--- src/rtl/fdp_pkg.sv ---
// ----------------------------------------------------------------------------
// fdp_pkg
// Shared types, constants and the binary64 round-and-pack function of the
// dot-product block.
// ----------------------------------------------------------------------------
package fdp_pkg;

  localparam int unsigned QueueDepth = 4;
  localparam int unsigned OutDepth   = 2;

  localparam logic [63:0] CanonNan = 64'h7FF8_0000_0000_0000;
  localparam logic [10:0] ExpAllOnes = 11'h7FF;

  // Biased exponent with room for overflow and underflow ranges.
  typedef logic signed [12:0] exp_t;

  // One rounded product on its way to the accumulator.
  typedef struct packed {
    logic [63:0] value;
    logic        last;
  } prod_t;

  // Rounds a significand (hidden bit, 52 fraction bits, guard and sticky) to
  // nearest even and packs it. The exponent is at least one; a clear hidden
  // bit then means a subnormal or a zero.
  function automatic logic [63:0] round_pack(logic sgn, exp_t e, logic hid,
                                             logic [51:0] frac, logic g,
                                             logic st);
    logic [10:0] ef;
    logic        up;
    logic [62:0] mag;
    ef  = hid ? e[10:0] : 11'd0;
    up  = g & (st | frac[0]);
    mag = {ef, frac} + {62'd0, up};
    if (e >= 13'sd2047) begin
      mag = {ExpAllOnes, 52'd0};
    end
    return {sgn, mag};
  endfunction

endpackage

--- src/rtl/fdp_queue.sv ---
// ----------------------------------------------------------------------------
// fdp_queue
// Short queue of rounded products between the multiplier and the adder.
// ----------------------------------------------------------------------------
module fdp_queue
  import fdp_pkg::*;
(
  input  logic  clk_i,
  input  logic  rst_ni,
  input  logic  push_i,
  input  prod_t data_i,
  output logic  full_o,
  input  logic  pop_i,
  output logic  empty_o,
  output prod_t data_o
);

  localparam int unsigned PtrW = $clog2(QueueDepth);

  prod_t           mem_q [QueueDepth];
  logic [PtrW-1:0] wr_q, rd_q;
  logic [PtrW:0]   cnt_q;
  logic            do_push, do_pop;

  assign full_o  = cnt_q == (PtrW+1)'(QueueDepth);
  assign empty_o = cnt_q == '0;
  assign data_o  = mem_q[rd_q];
  assign do_push = push_i & ~full_o;
  assign do_pop  = pop_i & ~empty_o;

  always_ff @(posedge clk_i or negedge rst_ni) begin
    if (!rst_ni) begin
      wr_q  <= '0;
      rd_q  <= '0;
      cnt_q <= '0;
    end else begin
      if (do_push) begin
        wr_q <= wr_q + 1'b1;
      end
      if (do_pop) begin
        rd_q <= rd_q + 1'b1;
      end
      if (do_push && !do_pop) begin
        cnt_q <= cnt_q + 1'b1;
      end else if (do_pop && !do_push) begin
        cnt_q <= cnt_q - 1'b1;
      end
    end
  end

  always_ff @(posedge clk_i) begin
    if (do_push) begin
      mem_q[wr_q] <= data_i;
    end
  end

endmodule

--- config.mk ---
export PLATFORM = sky130hd
export DESIGN_NAME = fdp_queue
export DESIGN_NICKNAME = d
export VERILOG_FILES = /design/src/rtl/fdp_pkg.sv /design/src/rtl/fdp_queue.sv
export SDC_FILE = /design/constraint.sdc
export NUM_CORES = 1
export LEC_CHECK = 0
export BUFFER_PORTS_ARGS = -buffer_cell sky130_fd_sc_hd__buf_2
export CORE_MARGIN = 4
export CORE_UTILIZATION = 40
export DETAILED_ROUTE_END_ITERATION = 10
export PLACE_DENSITY = 0.66
export SYNTH_ARGS = -nofsm -noshare
export SYNTH_HDL_FRONTEND = slang
export SYNTH_SLANG_ARGS = --single-unit
--- constraint.sdc ---
create_clock -name clk_i -period 4.1 [get_ports clk_i]
set_input_delay 1.025 -clock clk_i [delete_from_list [all_inputs] [get_ports clk_i]]
set_output_delay 1.025 -clock clk_i [all_outputs]
set_load 0.05 [all_outputs]
Word-level counts from Yosys, hierarchy flattened
Memories as Yosys holds them, arrays and structs flattened.
Cells that the tools add are included.
- memories kept: 1
- memory bits (read-only): 0
- memory bits (writable): 260
- bits in latches: 0
- output and inout bits: 67
- logic and storage cells: 23
- register bits after elaboration: 7
- input bits: 69
- muxes and demuxes: 4
- eq/ne operators: 1
- divide/modulo/power cells: 0
- $mul: 0
- reduce and logical (&&, ||, !) cells: 6
- shifts and indexed selects: 0
- bitwise logic cells: 4
- $lt $le $gt $ge: 0
- add/subtract/negate cells: 4
- memories (memory ; words ; width ; rd ports ; clocked after memory_dff ; wr ports ; RTL line ; RTL):
    mem_q ; 4 ; 65 ; 1 ; 0 ; 1 ; fdp_queue.sv:20 ; prod_t mem_q [QueueDepth];
- operator list (operator ; count):
    $mux W3 ; 2
    $add A2 B1 Y2 const B ; 2
    $add A3 B1 Y3 const B ; 1
    $eq A3 B3 Y1 const B ; 1
    $logic_not A3 Y1 ; 1
    $sub A3 B1 Y3 const B ; 1
    $and A1 B1 Y1 ; 2
    $logic_and A1 B1 Y1 ; 2
    $logic_not A1 Y1 ; 2
    $mux W1 ; 2
    $not A1 Y1 ; 2
    $reduce_bool A2 Y1 ; 1

Logic depth before layout (Yosys ltp)
Gate-level depths: netlist of the first run.
- word-level depth: 7
- mapped depth: 9
- gate-level depth less buffers: 8

Least setup slack after synthesis of the first run
No wires, ideal clock.
- path type: input port to flip-flop
- start point: input port push_i
- end point: memory mem_q[0][0] (netlist bit) (enable)
- stages: 3
- setup slack: 0.835 ns
- data required time: 3.670 ns
- arrival: 2.835 ns
- setup time: 0.430 ns
- path buffers: 1
- cells stage by stage: nor2b_1 > buf_2 > and2_1
- longest elaborated chain between the ends: 3
- RTL lines (element ; RTL line ; RTL):
    from (decl) ; fdp_queue.sv:10 ; input logic push_i,
    $and A1 B1 Y1 ; fdp_queue.sv:28 ; assign do_push = push_i & ~full_o;
    via do_push ; fdp_queue.sv:23 ; logic do_push, do_pop;
    $mux W1 ; fdp_queue.sv:52 ; if (do_push) begin
    $mux W1 (not written as such) ; fdp_queue.sv:53 ; mem_q[wr_q] <= data_i;
    to (decl) ; fdp_queue.sv:20 ;
The timed path passes the listed nets, and every way through them passes these cells.

==> flow_metrics.tcl, run 1 <==
set metrics [dict create \
    maxSlewViolCount 0 \
    yosysTopAreaCellShare 0.794 \
    num_vias 4321 \
    path_cells "mux4_2 > buf_2" \
    setup_tns_ns 0 \
    die_w_um 165 \
    yosysTopAreaCell "edfxtp_1" \
    powerDensity_nw_per_um2 843 \
    synth_edf_count 260 \
    status "finished clean" \
    dp_hpwl_mm 10.2 \
    grt_pass1_wl_mm 26.9 \
    fin_crit_ns 3.40 \
    fp.dieH_um 165 \
    path_clk_slew_ns 0.06 \
    fin_cells 872 \
    rsz0062_at_grt "no" \
    ctsHoldBuffers 0 \
    drc 0 \
    critPathMaxStageDelay_ns 1.02 \
    seq_area_frac_synth 0.812 \
    htreeDepth 1 \
    n_fill_cell 2002 \
    placed_cell_area_um2 10900 \
    final_core_util 0.485 \
    numCtsBuffers 28 \
    slowest_stage "dfrtp_4" \
    power_frac_seq 0.394 \
    nets 606 \
    crit_path_start "rd_q[1]" \
    yosys_warnings 0 \
    syn_inst 376 \
    p_comb_frac 0.367 \
    grt_max_degree 67 \
    power_frac_clock 0.239 \
    regArea_um2 7990 \
    netlist_area_um2 9830 \
    wl_mm 17.6 \
    setup_viol 0 \
    leakage_uw 0.00400 \
    p_switching_uw 3740 \
    cts.sink_count 267 \
    rr_endpoint "mem_q[3][9]" \
    synth_nets 451 \
    overflow 0 \
    syn_area_per_cell_um2 26.2 \
    ir_drop_mv 0.580 \
    maxCapViolations 0 \
    drt-wirelength-per-cell_um 20.1 \
    worstMarginPinSlew_ns 1.03 \
    synth_ff_type "edfxtp_1" \
    holdWs_ns 0.325 \
    fmax_mhz 294 \
    slew_headroom 0.310 \
    antennaDiodeCount 0 \
    detail-route-antenna-nets 0 \
    cts_setup_buffers 0 \
    cp.arrival_ns 2.37 \
    ioPinCount 136 \
    skew_ns 0.0185 \
    cts_tree "yes" \
    async_flop_share 0.0262 \
    reg2reg_depth 4 \
    grt_usage 0.130 \
    synthMostInstantiatedCell "edfxtp_1" \
    viasPerCell 4.96 \
    rrSetupSlack_ns 1.79 \
    fin_area_um2 11700 \
    synth_cell_types 21 \
    synthTopCellsByArea "edfxtp_1, mux4_2, dfrtp_1" \
    cts_resized 0 \
    drive_gt1_frac 0.456 \
    coreArea_um2 24200 \
    dpl.cell_count 825 \
    clock_latency_ns 0.53 \
    io_buffers 135 \
    multi_input_area_um2 1690 \
    p_sw_frac 0.378 \
    finalWeightedCongestion 0.674 \
    cts_buffer_depth 3 \
    grt_pass1_vias 4726 \
    firstDrtPassIters 4 \
    antenna_found_initial 1 \
    hold_class "in -> async" \
    clockRootBuffer "clkbuf_16" \
    internal-power_uw 6160 \
    rows 57 \
    syn_to_final_growth_pct 19.5 \
    yosys-top-cells-count "edfxtp_1, mux4_2, dfrtp_1" \
    cp_max_fo 66 \
    hold_viol 0 \
    first_iter_violations 247 \
    cp-end-kind "output port" \
    die_area_um2 27200 \
    synth-seq-cells 267 \
    fin_crit_sh 0.829 \
    start_util 0.406 \
    critPathLaunchType "register" \
    path_class "reg -> out" \
    rr_startpoint "cnt_q[2]" \
    cp.required_ns 3.07 \
]
critical path, delay by kind of cell, from the launching register on:
family	cells	cell delay, ns
buf+inv	1	0.23
flops	1	1.02
mux	1	0.45
power groups by stage:
stage                     logic [uW]  clock network [uW]  registers, uW
after CTS                       3720                2430           3920
after global placement          3680                   0           3940
after floorplan                 3090                   0           3780
after detailed placement        3710                   0           3980
after global routing            3850                2540           3960
final                           3630                2370           3900
metal layers:
metal,GRT usage,wire (um)
met5,0,13
met3,0.0304,1110
met4,0.0336,428
met1,0.172,7250
met2,0.217,8750
how the worst max path moves through the flow:
stage	slack (ns)	end
final	0.70	data_o[30]
after global routing	0.52	data_o[45]
after CTS	0.60	data_o[45]
after detailed placement	1.18	data_o[45]
after global placement	1.20	data_o[60]
after floorplan	0.83	mem_q[0][0]
flip-flops by register name, indices dropped and copies added (netlist names):
register	count
mem_q	260
cnt_q	3
rd_q	2
wr_q	2
cells in the final DEF, fill, tap and decap left out:
cell type / n
fa_1: 1
and2_4: 4
edfxtp_1: 260
nor2_1: 1
mux4_2: 65
nand3_1: 1
nand2_1: 1
bufinv_16: 2
nor2b_1: 1
clkbuf_16: 29
nor3b_2: 1
buf_4: 1
or3_1: 1
dfrtp_4: 2
ha_1: 5
inv_1: 4
mux2_2: 2
dfrtp_1: 5
xor2_1: 2
clkinvlp_4: 1
clkinv_1: 5
buf_2: 135
clkinv_4: 2
clkinv_2: 1
clkbuf_1: 7
buf_12: 5
xnor2_1: 4
per-stage QoR:
step	setup slack, ns	power (uW)
6_report	0.700	9900
5_1_grt	0.522	10400
4_1_cts	0.603	10100
3_5_place_dp	1.18	7680
3_3_place_gp	1.20	7620
2_1_floorplan	0.835	6870
logic make-up (layout without fill, tap and decap cells):
| logic type | count (synthesis) | in the layout | share of synthesized area |
|---|---|---|---|
| adder cells (fa/ha/maj) | 6 | 6 | 0.00840 |
| AND/OR/NAND/NOR | 10 | 10 | 0.00636 |
| buffers and inverters | 20 | 192 | 0.0169 |
| XOR/XNOR | 6 | 6 | 0.00534 |
| multiplexers | 67 | 67 | 0.151 |
| flip-flops | 267 | 267 | 0.812 |
cell type report:
type | count | share of cell area
timing repair buffer | 141 | 0.0667
sequential | 267 | 0.680
tap | 324 | 0.0345
multi-input combinational | 89 | 0.144
clock buffer | 36 | 0.0640
clock inverter | 11 | 0.00927
inverter | 4 | 0.00128
Power figures use the tool's default switching activity.
==> run 2, diff against run 1 <==
--- a/config.mk
+++ b/config.mk
@@ -5,6 +5,7 @@
 export SDC_FILE = /design/constraint.sdc
 export NUM_CORES = 1
 export LEC_CHECK = 0
+export ABC_AREA = 1
 export BUFFER_PORTS_ARGS = -buffer_cell sky130_fd_sc_hd__buf_2
 export CORE_MARGIN = 4
 export CORE_UTILIZATION = 40
==> constraint.sdc (replaced) <==
create_clock -name clk_i -period 3.2 [get_ports clk_i]
set_input_delay 0.8 -clock clk_i [delete_from_list [all_inputs] [get_ports clk_i]]
set_output_delay 0.8 -clock clk_i [all_outputs]
set_load 0.05 [all_outputs]
==> run 2 against run 1 <==
Net effect:
- sequential power up 22%
- clock-buffer cell count down 1
- first-iteration DRC count up 3.2%
- die area up 8.2%
- largest cell class unchanged
==> flow_metrics.tcl, run 2 <==
set metrics [dict create \
    yosysTopAreaCellShare 0.731 \
    fin_crit_sh 0.945 \
    skew_ns 0.0158 \
    yosys_warnings 0 \
    cts_buffer_depth 3 \
    fin_crit_ns 3.03 \
    path_clk_slew_ns 0.06 \
    finalWeightedCongestion 0.705 \
    fp.dieH_um 171 \
    die_area_um2 29400 \
    status "finished clean" \
    worstMarginPinSlew_ns 0.526 \
    drive_gt1_frac 0.195 \
    first_iter_violations 255 \
    start_util 0.409 \
    wl_mm 19.5 \
    crit_path_start "rd_q[0]" \
    hold_viol 0 \
    cts_setup_buffers 0 \
    ir_drop_mv 0.643 \
    maxSlewViolCount 0 \
    seq_area_frac_synth 0.747 \
    yosys-top-cells-count "edfxtp_1, nand2_1, inv_1" \
    ioPinCount 136 \
    firstDrtPassIters 4 \
    rows 59 \
    netlist_area_um2 10700 \
    p_comb_frac 0.424 \
    coreArea_um2 26100 \
    n_fill_cell 2277 \
    power_frac_clock 0.224 \
    largest_register_ffs 260 \
    syn_inst 820 \
    synthTopCellsByArea "edfxtp_1, o211ai_1, nand2_1" \
    cts_resized 0 \
    rrSetupSlack_ns 1.11 \
    syn_area_per_cell_um2 13.0 \
    grt_pass1_wl_mm 30.9 \
    drc 0 \
    ctsHoldBuffers 0 \
    numCtsBuffers 28 \
    reg.largest.list "mem_q (260), cnt_q (3)" \
    maxCapViolations 0 \
    cts.sink_count 267 \
    rsz0062_at_grt "no" \
    dp_hpwl_mm 11.2 \
    htreeDepth 1 \
    path_cells "bufinv_8 > buf_12 > o211ai_1 > nand2_1 > buf_2" \
    synth_nets 895 \
    async_flop_share 0.0262 \
    layout_commonest_cell "edfxtp_1" \
    clock_latency_ns 0.53 \
    synth_ff_type "edfxtp_1" \
    viasPerCell 4.76 \
    cp_top_family "buffers and inverters" \
    dp_slack_ns 0.711 \
    cp.arrival_ns 2.23 \
    synth-seq-cells 267 \
    grt_pass1_vias 6104 \
    synth_edf_count 260 \
    grt_max_degree 68 \
    setup_viol 0 \
    internal-power_uw 7790 \
    critPathLaunchType "register" \
    overflow 0 \
    critPathMaxStageDelay_ns 0.42 \
    hold_class "in -> async" \
    powerDensity_nw_per_um2 1070 \
    fmax_mhz 331 \
    die_w_um 171 \
    cts_tree "yes" \
    p_sw_frac 0.425 \
    clockRootBuffer "clkbuf_16" \
    grt_usage 0.132 \
    leakage_uw 0.00513 \
    num_vias 6228 \
    power_frac_seq 0.351 \
    synth_cell_types 19 \
    rr_startpoint "cnt_q[1]" \
    drt-wirelength-per-cell_um 14.9 \
    most-common-layout-cells "edfxtp_1, nand2_1, inv_1" \
    slowest_stage "bufinv_8" \
    worst-path-buf-inv 3 \
    slew_headroom 0.650 \
    io_buffers 135 \
    cp.required_ns 2.40 \
    p_total_uw 13500 \
    synthMostInstantiatedCell "edfxtp_1" \
    yosysTopAreaCell "edfxtp_1" \
    largest-register "mem_q" \
    syn_to_final_growth_pct 18.6 \
    nets 1032 \
    fin_ws_ns 0.175 \
    path_class "reg -> out" \
    cp-end-kind "output port" \
    detail-route-antenna-nets 0 \
    p_switching_uw 5750 \
    antenna_found_initial 2 \
    cp_max_fo 60 \
]
==> run 2: routing by layer <==
| metal | up-vias | track usage | part of all wire |
|---|---|---|---|
| li1 | 3114 | - | - |
| met1 | 2947 | 0.163 | 0.43 |
| met2 | 127 | 0.234 | 0.49 |
| met4 | 2 | 0.0344 | 0.024 |
| met5 | - | 0 | 0.00067 |
| met3 | 38 | 0.0326 | 0.055 |
==> run 2: per-stage QoR <==
step	hold WS [ns]	utilization	cells	TNS [ns]	area, um2
after floorplan	0.463	-	820	-247.11	10700
after global placement	0.481	0.451	1262	0	11800
after detailed placement	0.490	0.451	1262	0	11800
after CTS	0.0706	0.484	1307	0	12600
after global routing	0.0910	0.485	1308	0	12700
final	0.0985	0.485	1308	0	12700
==> run 2: path summary, 6_finish.rpt <==
path / cells after the start / to
setup / recovery: 5 / data_o[29]
max in group asynchronous: 1 / rd_q[1]
setup reg to reg: 9 / cnt_q[1]
hold / removal: 1 / cnt_q[1]
min in group clk_i: 1 / mem_q[1][42]
hold reg to reg: 2 / cnt_q[2]
==> run 2: area by class of cell <==
class	count	area [um2]	area share
inverters	147	566	0.0447
clock inverters	10	118	0.00929
well taps	335	419	0.0331
flip-flops and latches	267	7980	0.630
repair buffers	150	871	0.0688
diodes	1	2.50	0.000198
multi-input cells	363	1960	0.155
clock buffers	35	748	0.0591
==> run 2: cell families (layout without fill, tap and decap cells) <==
logic type,Yosys count,in the layout,synth area share
other cells,0,1,0
buf+inv,190,342,0.0720
simple gates,225,225,0.0801
flops,267,267,0.747
xor+xnor,1,1,0.000820
fa+ha+maj,6,6,0.00773
compound gates,131,131,0.0918
==> run 2: power by group through the flow <==
stage / registers, uW / logic, uW / clock network [uW]
after global routing: 4810 / 6230 / 3290
after detailed placement: 4830 / 5800 / 0
after CTS: 4770 / 5810 / 3130
final: 4760 / 5750 / 3040
after floorplan: 4860 / 4370 / 0
after global placement: 4820 / 5720 / 0
==> run 2: worst register-to-register path: stages, from the launching register on <==
cell	delay (ns)
dfrtp_1	0.40
inv_1	0.09
nand3_1	0.15
nand2_1	0.40
inv_1	0.09
ha_1	0.22
inv_1	0.08
fa_1	0.40
nand2_1	0.07
o21ai_0	0.07
