==> src/rtl/fdp_pkg.sv <==
// ----------------------------------------------------------------------------
// fdp_pkg
// Shared types, constants and the binary64 round-and-pack function of the
// dot-product block.
// ----------------------------------------------------------------------------
package fdp_pkg;

  localparam int unsigned QueueDepth = 4;
  localparam int unsigned OutDepth   = 2;

  localparam logic [63:0] CanonNan = 64'h7FF8_0000_0000_0000;
  localparam logic [10:0] ExpAllOnes = 11'h7FF;

  // Biased exponent with room for overflow and underflow ranges.
  typedef logic signed [12:0] exp_t;

  // One rounded product on its way to the accumulator.
  typedef struct packed {
    logic [63:0] value;
    logic        last;
  } prod_t;

  // Rounds a significand (hidden bit, 52 fraction bits, guard and sticky) to
  // nearest even and packs it. The exponent is at least one; a clear hidden
  // bit then means a subnormal or a zero.
  function automatic logic [63:0] round_pack(logic sgn, exp_t e, logic hid,
                                             logic [51:0] frac, logic g,
                                             logic st);
    logic [10:0] ef;
    logic        up;
    logic [62:0] mag;
    ef  = hid ? e[10:0] : 11'd0;
    up  = g & (st | frac[0]);
    mag = {ef, frac} + {62'd0, up};
    if (e >= 13'sd2047) begin
      mag = {ExpAllOnes, 52'd0};
    end
    return {sgn, mag};
  endfunction

endpackage

==> src/rtl/fdp_acc.sv <==
// ----------------------------------------------------------------------------
// fdp_acc
// Back part: four-step binary64 adder into the running sum, and the result
// queue.
// ----------------------------------------------------------------------------
module fdp_acc
  import fdp_pkg::*;
(
  input  logic        clk_i,
  input  logic        rst_ni,
  input  logic        q_empty_i,
  input  prod_t       q_data_i,
  output logic        q_pop_o,
  output logic        empty_o,
  input  logic        pop_i,
  output logic [63:0] dot_value_o
);

  localparam int unsigned OutPtrW = $clog2(OutDepth);

  logic [63:0] acc_q;
  logic        busy_q;
  logic [1:0]  phase_q;

  // Step registers.
  logic        sgn_q, sub_q, nan_q, inf_q, inf_sgn_q, last_q, zero_q;
  logic [52:0] mbig_q, msml_q;
  logic [10:0] d_q;
  exp_t        e_q;
  logic [56:0] sum_q;
  logic [55:0] m_q;

  // Result queue.
  logic [63:0]        out_mem_q [OutDepth];
  logic [OutPtrW-1:0] out_wr_q, out_rd_q;
  logic [OutPtrW:0]   out_cnt_q;
  logic               out_push, out_pop;

  logic start;
  assign start   = ~busy_q & ~q_empty_i & (out_cnt_q != (OutPtrW+1)'(OutDepth));
  assign q_pop_o = start;

  // Alignment: order the operands by magnitude.
  logic [63:0] a, b;
  logic [10:0] ea, eb, ean, ebn;
  logic        nan_a, nan_b, inf_a, inf_b, swap;

  always_comb begin
    a     = acc_q;
    b     = q_data_i.value;
    ea    = a[62:52];
    eb    = b[62:52];
    ean   = (ea == 11'd0) ? 11'd1 : ea;
    ebn   = (eb == 11'd0) ? 11'd1 : eb;
    nan_a = (ea == ExpAllOnes) && (a[51:0] != 52'd0);
    nan_b = (eb == ExpAllOnes) && (b[51:0] != 52'd0);
    inf_a = (ea == ExpAllOnes) && (a[51:0] == 52'd0);
    inf_b = (eb == ExpAllOnes) && (b[51:0] == 52'd0);
    swap  = b[62:0] > a[62:0];
  end

  // Shift the smaller operand and add.
  logic [5:0]  sh;
  logic [55:0] sm, al;
  always_comb begin
    sh = (d_q > 11'd63) ? 6'd63 : d_q[5:0];
    sm = {msml_q, 3'b000};
    al = (sm >> sh) | {55'd0, |(sm & ~({56{1'b1}} << sh))};
  end

  // Normalise the sum.
  logic [55:0] mn;
  exp_t        en;
  always_comb begin
    if (sum_q[56]) begin
      mn = {sum_q[56:2], sum_q[1] | sum_q[0]};
      en = e_q + 13'sd1;
    end else begin
      mn = sum_q[55:0];
      en = e_q;
      if (mn[55 -: 32] == 32'd0 && en > 13'sd32) begin
        mn = mn << 32;
        en = en - 13'sd32;
      end
      if (mn[55 -: 16] == 16'd0 && en > 13'sd16) begin
        mn = mn << 16;
        en = en - 13'sd16;
      end
      if (mn[55 -: 8] == 8'd0 && en > 13'sd8) begin
        mn = mn << 8;
        en = en - 13'sd8;
      end
      if (mn[55 -: 4] == 4'd0 && en > 13'sd4) begin
        mn = mn << 4;
        en = en - 13'sd4;
      end
      if (mn[55 -: 2] == 2'd0 && en > 13'sd2) begin
        mn = mn << 2;
        en = en - 13'sd2;
      end
      if (!mn[55] && en > 13'sd1) begin
        mn = mn << 1;
        en = en - 13'sd1;
      end
    end
  end

  // Round and pack; an exact cancellation gives positive zero.
  logic [63:0] res;
  logic        rsgn;
  always_comb begin
    rsgn = zero_q ? (sgn_q & ~sub_q) : sgn_q;
    if (nan_q) begin
      res = CanonNan;
    end else if (inf_q) begin
      res = {inf_sgn_q, ExpAllOnes, 52'd0};
    end else begin
      res = round_pack(rsgn, e_q, m_q[55], m_q[54:3], m_q[2], |m_q[1:0]);
    end
  end

  assign out_push = busy_q && (phase_q == 2'd3) && last_q;
  assign out_pop  = pop_i & ~empty_o;
  assign empty_o  = out_cnt_q == '0;
  assign dot_value_o = out_mem_q[out_rd_q];

  always_ff @(posedge clk_i or negedge rst_ni) begin
    if (!rst_ni) begin
      busy_q    <= 1'b0;
      phase_q   <= 2'd0;
      acc_q     <= 64'd0;
      out_wr_q  <= '0;
      out_rd_q  <= '0;
      out_cnt_q <= '0;
    end else begin
      if (start) begin
        busy_q  <= 1'b1;
        phase_q <= 2'd1;
      end else if (busy_q) begin
        phase_q <= phase_q + 2'd1;
        if (phase_q == 2'd3) begin
          busy_q <= 1'b0;
          acc_q  <= last_q ? 64'd0 : res;
        end
      end
      if (out_push) begin
        out_wr_q <= out_wr_q + 1'b1;
      end
      if (out_pop) begin
        out_rd_q <= out_rd_q + 1'b1;
      end
      if (out_push && !out_pop) begin
        out_cnt_q <= out_cnt_q + 1'b1;
      end else if (out_pop && !out_push) begin
        out_cnt_q <= out_cnt_q - 1'b1;
      end
    end
  end

  always_ff @(posedge clk_i) begin
    if (start) begin
      sgn_q     <= swap ? b[63] : a[63];
      sub_q     <= a[63] ^ b[63];
      nan_q     <= nan_a | nan_b | (inf_a & inf_b & (a[63] != b[63]));
      inf_q     <= inf_a | inf_b;
      inf_sgn_q <= inf_a ? a[63] : b[63];
      last_q    <= q_data_i.last;
      mbig_q    <= swap ? {eb != 11'd0, b[51:0]} : {ea != 11'd0, a[51:0]};
      msml_q    <= swap ? {ea != 11'd0, a[51:0]} : {eb != 11'd0, b[51:0]};
      d_q       <= swap ? (ebn - ean) : (ean - ebn);
      e_q       <= $signed({2'b00, swap ? ebn : ean});
    end else if (busy_q && phase_q == 2'd1) begin
      sum_q  <= sub_q ? ({1'b0, mbig_q, 3'b000} - {1'b0, al})
                      : ({1'b0, mbig_q, 3'b000} + {1'b0, al});
    end else if (busy_q && phase_q == 2'd2) begin
      m_q    <= mn;
      e_q    <= en;
      zero_q <= sum_q == 57'd0;
    end
    if (out_push) begin
      out_mem_q[out_wr_q] <= res;
    end
  end

endmodule

==> config.mk <==
export PLATFORM = sky130hd
export DESIGN_NAME = fdp_acc
export DESIGN_NICKNAME = d
export VERILOG_FILES = /design/src/rtl/fdp_pkg.sv /design/src/rtl/fdp_acc.sv
export SDC_FILE = /design/constraint.sdc
export NUM_CORES = 2
export LEC_CHECK = 0
export BUFFER_PORTS_ARGS = -buffer_cell sky130_fd_sc_hd__buf_2
export CORE_MARGIN = 4
export CORE_UTILIZATION = 38
export CTS_CLUSTER_SIZE = 20
export DETAILED_ROUTE_END_ITERATION = 8
export PLACE_DENSITY_LB_ADDON = 0.15
export SLEW_MARGIN = 20
export SYNTH_ARGS = -nofsm -noshare
export SYNTH_HDL_FRONTEND = slang
export SYNTH_SLANG_ARGS = --single-unit
==> constraint.sdc <==
create_clock -name clk_i -period 11.55 [get_ports clk_i]
set_input_delay 0 -clock clk_i [delete_from_list [all_inputs] [get_ports clk_i]]
set_output_delay 0 -clock clk_i [all_outputs]
set_load 0.02 [all_outputs]
# Yosys cells after proc, flatten, opt, wreduce, memory -nomap -nowiden
# Memories as Yosys holds them, arrays and structs flattened.
# Cells that the tools add are included.
# word_totals
register_bits,321
latchBits,0
mem_bits_rw,128
romBits,0
input_bits,69
out_inout_bits,66
n_memories,1
# mem_list
name,depth,width,rd,rd_clocked_by_memory_dff,wr,line_no,rtl
out_mem_q,2,64,1,0,1,fdp_acc.sv:34,logic [63:0] out_mem_q [OutDepth];
# classes
add_sub_neg,17
n_mul,0
n_div,0
n_lt_le_gt_ge,9
eq_ne,8
shift,2
muxes,52
bitwise,22
reduce_logical,44
# ops
operator,n
56-bit 2-to-1 mux,11
64-bit 2-to-1 mux,3
13-bit 2-to-1 mux,12
53-bit 2-to-1 mux,2
52-bit logical NOT,2
52-bit nonzero test,2
11-bit 2-to-1 mux,8
63-bit by 1-bit adder with 63-bit output,1
63-bit > comparator,1
63-bit 2-to-1 mux,1
56-bit by 56-bit adder with 57-bit output,1
57-bit logical NOT,1
57-bit 2-to-1 mux,1
56-bit by 56-bit subtractor with 57-bit output,1
56-bit bitwise AND,1
56-bit NOT,1
56-bit by 1-bit bitwise OR with 56-bit output,1
56-bit OR reduction,1
56-bit by 6-bit left shift with 56-bit output (first input constant),1
56-bit by 6-bit right shift with 56-bit output,1
55-bit 2-to-1 mux,1
32-bit logical NOT,1
11-bit == test (second input constant),2
11-bit logical NOT,2
41 further kinds,95

# Depth between registers and ports, before layout
# depth
ltp_word,27
ltp_mapped,41
depth_no_buf,34

# Worst setup path before layout
# Ideal clock, no wire load.
# synth_timing
path_kind,register -> register
start,reg e_q[5]
end,reg e_q[8] (data pin)
setup_time_ns,0.274
arrival_ns,7.895
required_ns,11.276
slack_ns,3.380
path_stages_with_launch,40
path_buffers,5
path_cell_list,edfxtp_1 > clkbuf_1 > inv_1 > ha_1 > nor3b_2 > a31oi_1 > nand2_1 > nor2_1 > buf_2 > xnor2_1 > ha_1 > nand2_1 > nor3_1 > o211ai_1 > o31a_1 > o22ai_1 > a211oi_2 > a211oi_2 > [4 not listed] > xnor2_1 > ha_1 > inv_1 > nand2_1 > o211ai_1 > mux2i_1 > and3_1 > buf_4 > a21oi_4 > clkbuf_1 > xnor2_1 > ha_1 > inv_1 > nor4b_1 > nand3_1 > a311oi_1 > mux2i_1 > o221ai_1
# synth_via
elab_chain_cells,27
# synth_rtl
item,line_no,rtl
from (decl),fdp_acc.sv:29,exp_t e_q;
from (signal assigned),fdp_acc.sv:171,"e_q <= $signed({2'b00, swap ? ebn : ean});"
from (signal assigned),fdp_acc.sv:177,e_q <= en;
13-bit by 7-bit > comparator with 1-bit output,fdp_acc.sv:81,if (mn[55 -: 32] == 32'd0 && en > 13'sd32) begin
1-bit logical AND,fdp_acc.sv:81,
13-bit 2-to-1 mux / 56-bit 2-to-1 mux (equally long branches),fdp_acc.sv:81,
13-bit 2-to-1 mux / 56-bit 2-to-1 mux (equally long branches),fdp_acc.sv:75,if (sum_q[56]) begin
13-bit by 6-bit > comparator with 1-bit output / 16-bit logical NOT (equally long branches),fdp_acc.sv:85,if (mn[55 -: 16] == 16'd0 && en > 13'sd16) begin
1-bit logical AND,fdp_acc.sv:85,
13-bit 2-to-1 mux / 56-bit 2-to-1 mux (equally long branches),fdp_acc.sv:85,
13-bit 2-to-1 mux / 56-bit 2-to-1 mux (equally long branches),fdp_acc.sv:75,
[11 not listed],n/a,
13-bit 2-to-1 mux / 56-bit 2-to-1 mux (equally long branches),fdp_acc.sv:75,
13-bit by 2-bit > comparator with 1-bit output / 1-bit logical NOT (equally long branches),fdp_acc.sv:101,if (!mn[55] && en > 13'sd1) begin
1-bit logical AND,fdp_acc.sv:101,
13-bit 2-to-1 mux,fdp_acc.sv:101,
13-bit 2-to-1 mux (*),fdp_acc.sv:75,
11-bit 2-to-1 mux (*),fdp_acc.sv:175,end else if (busy_q && phase_q == 2'd2) begin
11-bit 2-to-1 mux (*),fdp_acc.sv:172,end else if (busy_q && phase_q == 2'd1) begin
11-bit 2-to-1 mux (*),fdp_acc.sv:161,if (start) begin
# Mark *: on every way between the ends. The rest lies on a longest branch, timed or not. The select of a mux whose other input is x is not followed.
# A chain may end at the register's enable or synchronous reset.

# Worst setup path in the final report
# layout_timing
start,reg sum_q[24]
end,reg m_q[20] (data pin)
# layout_via
elab_chain_cells,24
# layout_rtl
item,line_no,rtl
from (decl),fdp_acc.sv:30,logic [56:0] sum_q;
from (signal assigned),fdp_acc.sv:173,"sum_q <= sub_q ? ({1'b0, mbig_q, 3'b000} - {1'b0, al})"
32-bit logical NOT (*),fdp_acc.sv:81,
1-bit logical AND (*),fdp_acc.sv:81,
13-bit 2-to-1 mux / 56-bit 2-to-1 mux (equally long branches),fdp_acc.sv:81,
13-bit 2-to-1 mux / 56-bit 2-to-1 mux (equally long branches),fdp_acc.sv:75,
13-bit by 6-bit > comparator with 1-bit output / 16-bit logical NOT (equally long branches),fdp_acc.sv:85,
1-bit logical AND,fdp_acc.sv:85,
13-bit 2-to-1 mux / 56-bit 2-to-1 mux (equally long branches),fdp_acc.sv:85,
13-bit 2-to-1 mux / 56-bit 2-to-1 mux (equally long branches),fdp_acc.sv:75,
[9 not listed],n/a,
1-bit logical AND,fdp_acc.sv:97,if (mn[55 -: 2] == 2'd0 && en > 13'sd2) begin
13-bit 2-to-1 mux / 56-bit 2-to-1 mux (equally long branches),fdp_acc.sv:97,
13-bit 2-to-1 mux / 56-bit 2-to-1 mux (equally long branches),fdp_acc.sv:75,
13-bit by 2-bit > comparator with 1-bit output / 1-bit logical NOT (equally long branches),fdp_acc.sv:101,
1-bit logical AND,fdp_acc.sv:101,
56-bit 2-to-1 mux (*),fdp_acc.sv:101,
55-bit 2-to-1 mux (*),fdp_acc.sv:75,
named net mn[20],fdp_acc.sv:72,logic [55:0] mn;
to (signal assigned),fdp_acc.sv:176,m_q <= mn;
to (decl),fdp_acc.sv:31,logic [55:0] m_q;
# The timed path passes the listed nets; every way through them passes the cells marked *. The select of a mux whose other input is x is not followed.

==> run_results.csv <==
group,metric,value,unit
die,placement_rows,114,
synth,synth_top_area_frac,0.302,
clock_network,clkTransAtPathRegs,0.07,ns
worst_setup_path,r2r_slack,1.73,ns
worst_setup_path,slowest_stage,"a31o_2",
worst_setup_path,path_class,"reg -> reg",
synth,ys_ff_latch,449,
die,dieArea,103000,um2
global_routing,overflow,0,
worst_setup_path,reg2reg_to,"m_q[20]$_DFFE_PP_",
clock_network,clock-root-buffer,"clkbuf_16",
power_and_ir_drop,p_leak,15.9,nW
place,dpl.hpwl,117,mm
synth,ys_seq_area_frac,0.351,
synth,syn_area,37300,um2
timing,relSlewSlack,0.241,
routing,wl,152,mm
timing,final_hold_viol_count,0,
worst_setup_path,r2r_cells,32,
die,initial_core_util,0.384,
synth,async_reset_ff_frac,0.158,
worst_setup_path,start_kind,"flip-flop",
synth,synthTopCellsByArea,"edfxtp_1 (30%), ha_1 (6.9%), dfrtp_1 (4.8%)",
worst_setup_path,required,11.91,ns
synth,synth_edf_count,376,
global_routing,grt_pass1_wl,221,mm
worst_setup_path,cp_max_fo,56,
synth,yosysTopAreaCell,"edfxtp_1",
power_and_ir_drop,power_density,245,nW/um2
clock_network,cts_tree,"done",
global_routing,met3_usage,0.0428,
worst_hold_path,min_path_type,"in -> reg",
place,gp_congestion,0.974,
routing,drc_errors,0,
routing,dr.pass1.iters,6,
run,cap_violations,0,
worst_setup_path,cp_slowest_stage_delay,0.89,ns
global_routing,grt_pass1_vias,32100,
final_layout,layout_commonest_cell,"nand2_1",
final_layout,post-route-util,0.427,
synth,synthCells,4295,
clock_network,clk_path_buf_depth,3,
final_layout,fillers,9590,
timing,setup_violations,0,
global_routing,gr-usage-met1,0.417,
timing,max_freq,102,MHz
routing,vias_per_cell,6.16,
final_layout,area_growth,11.0,%
timing,finalClockSkew,0.0307,ns
final_layout,nNetsFinal,4589,
synth,ys_types,107,
global_routing,grtUsageTotal,0.284,
worst_hold_path,min_path_cells,4,
clock_network,cts.sinks,449,
synth,synth_nets,4573,
final_layout,seq_area,13100,um2
worst_setup_path,crit_start,"sum_q[24]$_DFFE_PP_",
timing,rsz0062_at_grt,"no",
worst_setup_path,rr_startpoint,"sum_q[24]$_DFFE_PP_",
global_routing,grt_max_degree,82,
die,die_x,321,um
timing,tightest_slew,1.11,ns
timing,fin_crit_sh,0.850,
routing,ant_nets,0,
clock_network,cts_made_buffers,50,
die,pin_count,135,
worst_hold_path,whs_endpoint,"d_q[9]$_DFFE_PP_",
final_layout,final_cell_mix,"nand2_1 (457), nor2_1 (388), edfxtp_1 (376)",
routing,vias,34700,
timing,min_period,9.82,ns
global_routing,use_met2,0.422,
synth,synth_flop_cell,"edfxtp_1",
final_layout,multiInputGateArea,22300,um2
worst_hold_path,worstHoldStart,"q_data_i[62]",
place,portBuffers,134,
power_and_ir_drop,ir_drop,148,uV
final_layout,drive_gt1_frac,0.125,
routing,routedWlPerCell,26.9,um
clock_network,cts_setup_buffers,0,
synth,avgSynthCellArea,8.69,um2
timing,tns,0,ns
die,coreArea,97100,um2
routing,drt_iter0_markers,4585,
worst_setup_path,critical_path.endpoint_type,"flip-flop",
global_routing,antenna_found_initial,6,
global_routing,gr-max-usage-layer,"met2",
status,status,"finished clean",
worst_setup_path,worstPathArrival,10.18,ns
die,die_y,321,um
clock_network,clk-insertion-delay-late,0.63,ns
timing,final_max_slew_viol_count,0,
synth,synth_warnings,0,
clock_network,htree_levels,2,
per-layer routing:
metal	up-vias	wire (um)
met1	16900	67500
li1	15800	-
met4	0	6220
met2	1768	64200
met3	271	13600
met5	-	0
cell type report:
class,count,share of cell area
diodes,2,0.000121
clock buffers,63,0.0328
clock inverters,31,0.0102
inverters,226,0.0206
multi-input cells,3321,0.538
flip-flops and latches,449,0.316
well taps,1276,0.0385
repair buffers,263,0.0435
Yosys cell counts (20+ instances only):
master,n
and2_1,37
ha_1,206
and3_1,42
xor2_1,62
a221oi_1,21
inv_1,221
a21oi_1,270
nand4_1,54
clkbuf_1,233
nor2_1,390
nand2b_1,65
nor2b_1,34
nor3_1,108
xnor2_1,100
dfrtp_1,71
a21o_1,55
mux2i_1,159
o22ai_1,22
o21ai_0,338
o211ai_1,24
a2111oi_0,21
o31ai_1,21
a31oi_1,33
nand2_1,457
mux2_2,147
o21bai_1,37
edfxtp_1,376
or3_1,28
nor4_1,71
or2_2,20
a211oi_1,45
buf_1,36
a221o_1,33
nand3_1,122
power by group:
| group | internal (mW) | switching, mW | total (mW) | leakage [nW] |
|---|---|---|---|---|
| Combinational | 1.81 | 3.48 | 5.29 | 10.6 |
| Clock | 1.02 | 0.728 | 1.75 | 0.867 |
| Sequential | 2.44 | 0.651 | 3.09 | 4.43 |
how the worst max path moves through the flow:
stage                                    to  slack, ns  cells after the start
after floorplan            e_q[8]$_DFFE_PP_       3.38                     39
after global placement    m_q[20]$_DFFE_PP_       2.01                     32
after detailed placement  m_q[20]$_DFFE_PP_       1.87                     32
after CTS                 m_q[20]$_DFFE_PP_       1.81                     29
after global routing      m_q[20]$_DFFE_PP_       1.06                     31
final                     m_q[20]$_DFFE_PP_       1.73                     32
registers in the layout (all words and copies together), names as in the netlist:
register / flops
out_mem_q: 128
a: 64
sum_q: 57
m_q: 56
mbig_q: 53
msml_q: 53
e_q: 13
d_q: 11
out_cnt_q: 2
phase_q: 2
busy_q: 1
inf_q: 1
inf_sgn_q: 1
last_q: 1
nan_q: 1
out_rd_q: 1
out_wr_q: 1
sgn_q: 1
sub_q: 1
zero_q: 1
stage by stage:
stage | power, mW | worst slack [ns] | hold slack [ns] | area (um2) | instances
after floorplan | 6.36 | 3.38 | -0.296 | 37300 | 4295
after global placement | 8.25 | 2.01 | -0.117 | 39000 | 5470
after detailed placement | 8.24 | 1.87 | -0.115 | 39000 | 5470
after CTS | 10.0 | 1.81 | 0.0422 | 41400 | 5629
after global routing | 10.7 | 1.06 | 0.109 | 41400 | 5629
final | 10.1 | 1.73 | 0.0662 | 41400 | 5631
what timing repair did:
action                    in CTS  in global routing
hold endpoints to repair     176                  0
hold buffers                  65                  0
resized for setup              0                  0
worst max-delay path, delay by kind of cell (launching register included):
| kind | cells | cell delay [ns] |
|---|---|---|
| AO/OA/AOI/OAI | 10 | 3.30 |
| adder cells (fa/ha/maj) | 3 | 0.78 |
| XOR/XNOR | 3 | 0.70 |
| multiplexers | 1 | 0.19 |
| flip-flops | 1 | 0.47 |
| buffers and inverters | 3 | 0.72 |
| AND/OR/NAND/NOR | 12 | 3.34 |
cell families after synthesis:
| family | synth area share |
|---|---|
| simple gates | 0.188 |
| fa+ha+maj | 0.0709 |
| buf+inv | 0.0552 |
| flops | 0.351 |
| xor+xnor | 0.0380 |
| compound gates | 0.200 |
| mux | 0.0965 |
Power figures use the tool's default switching activity.
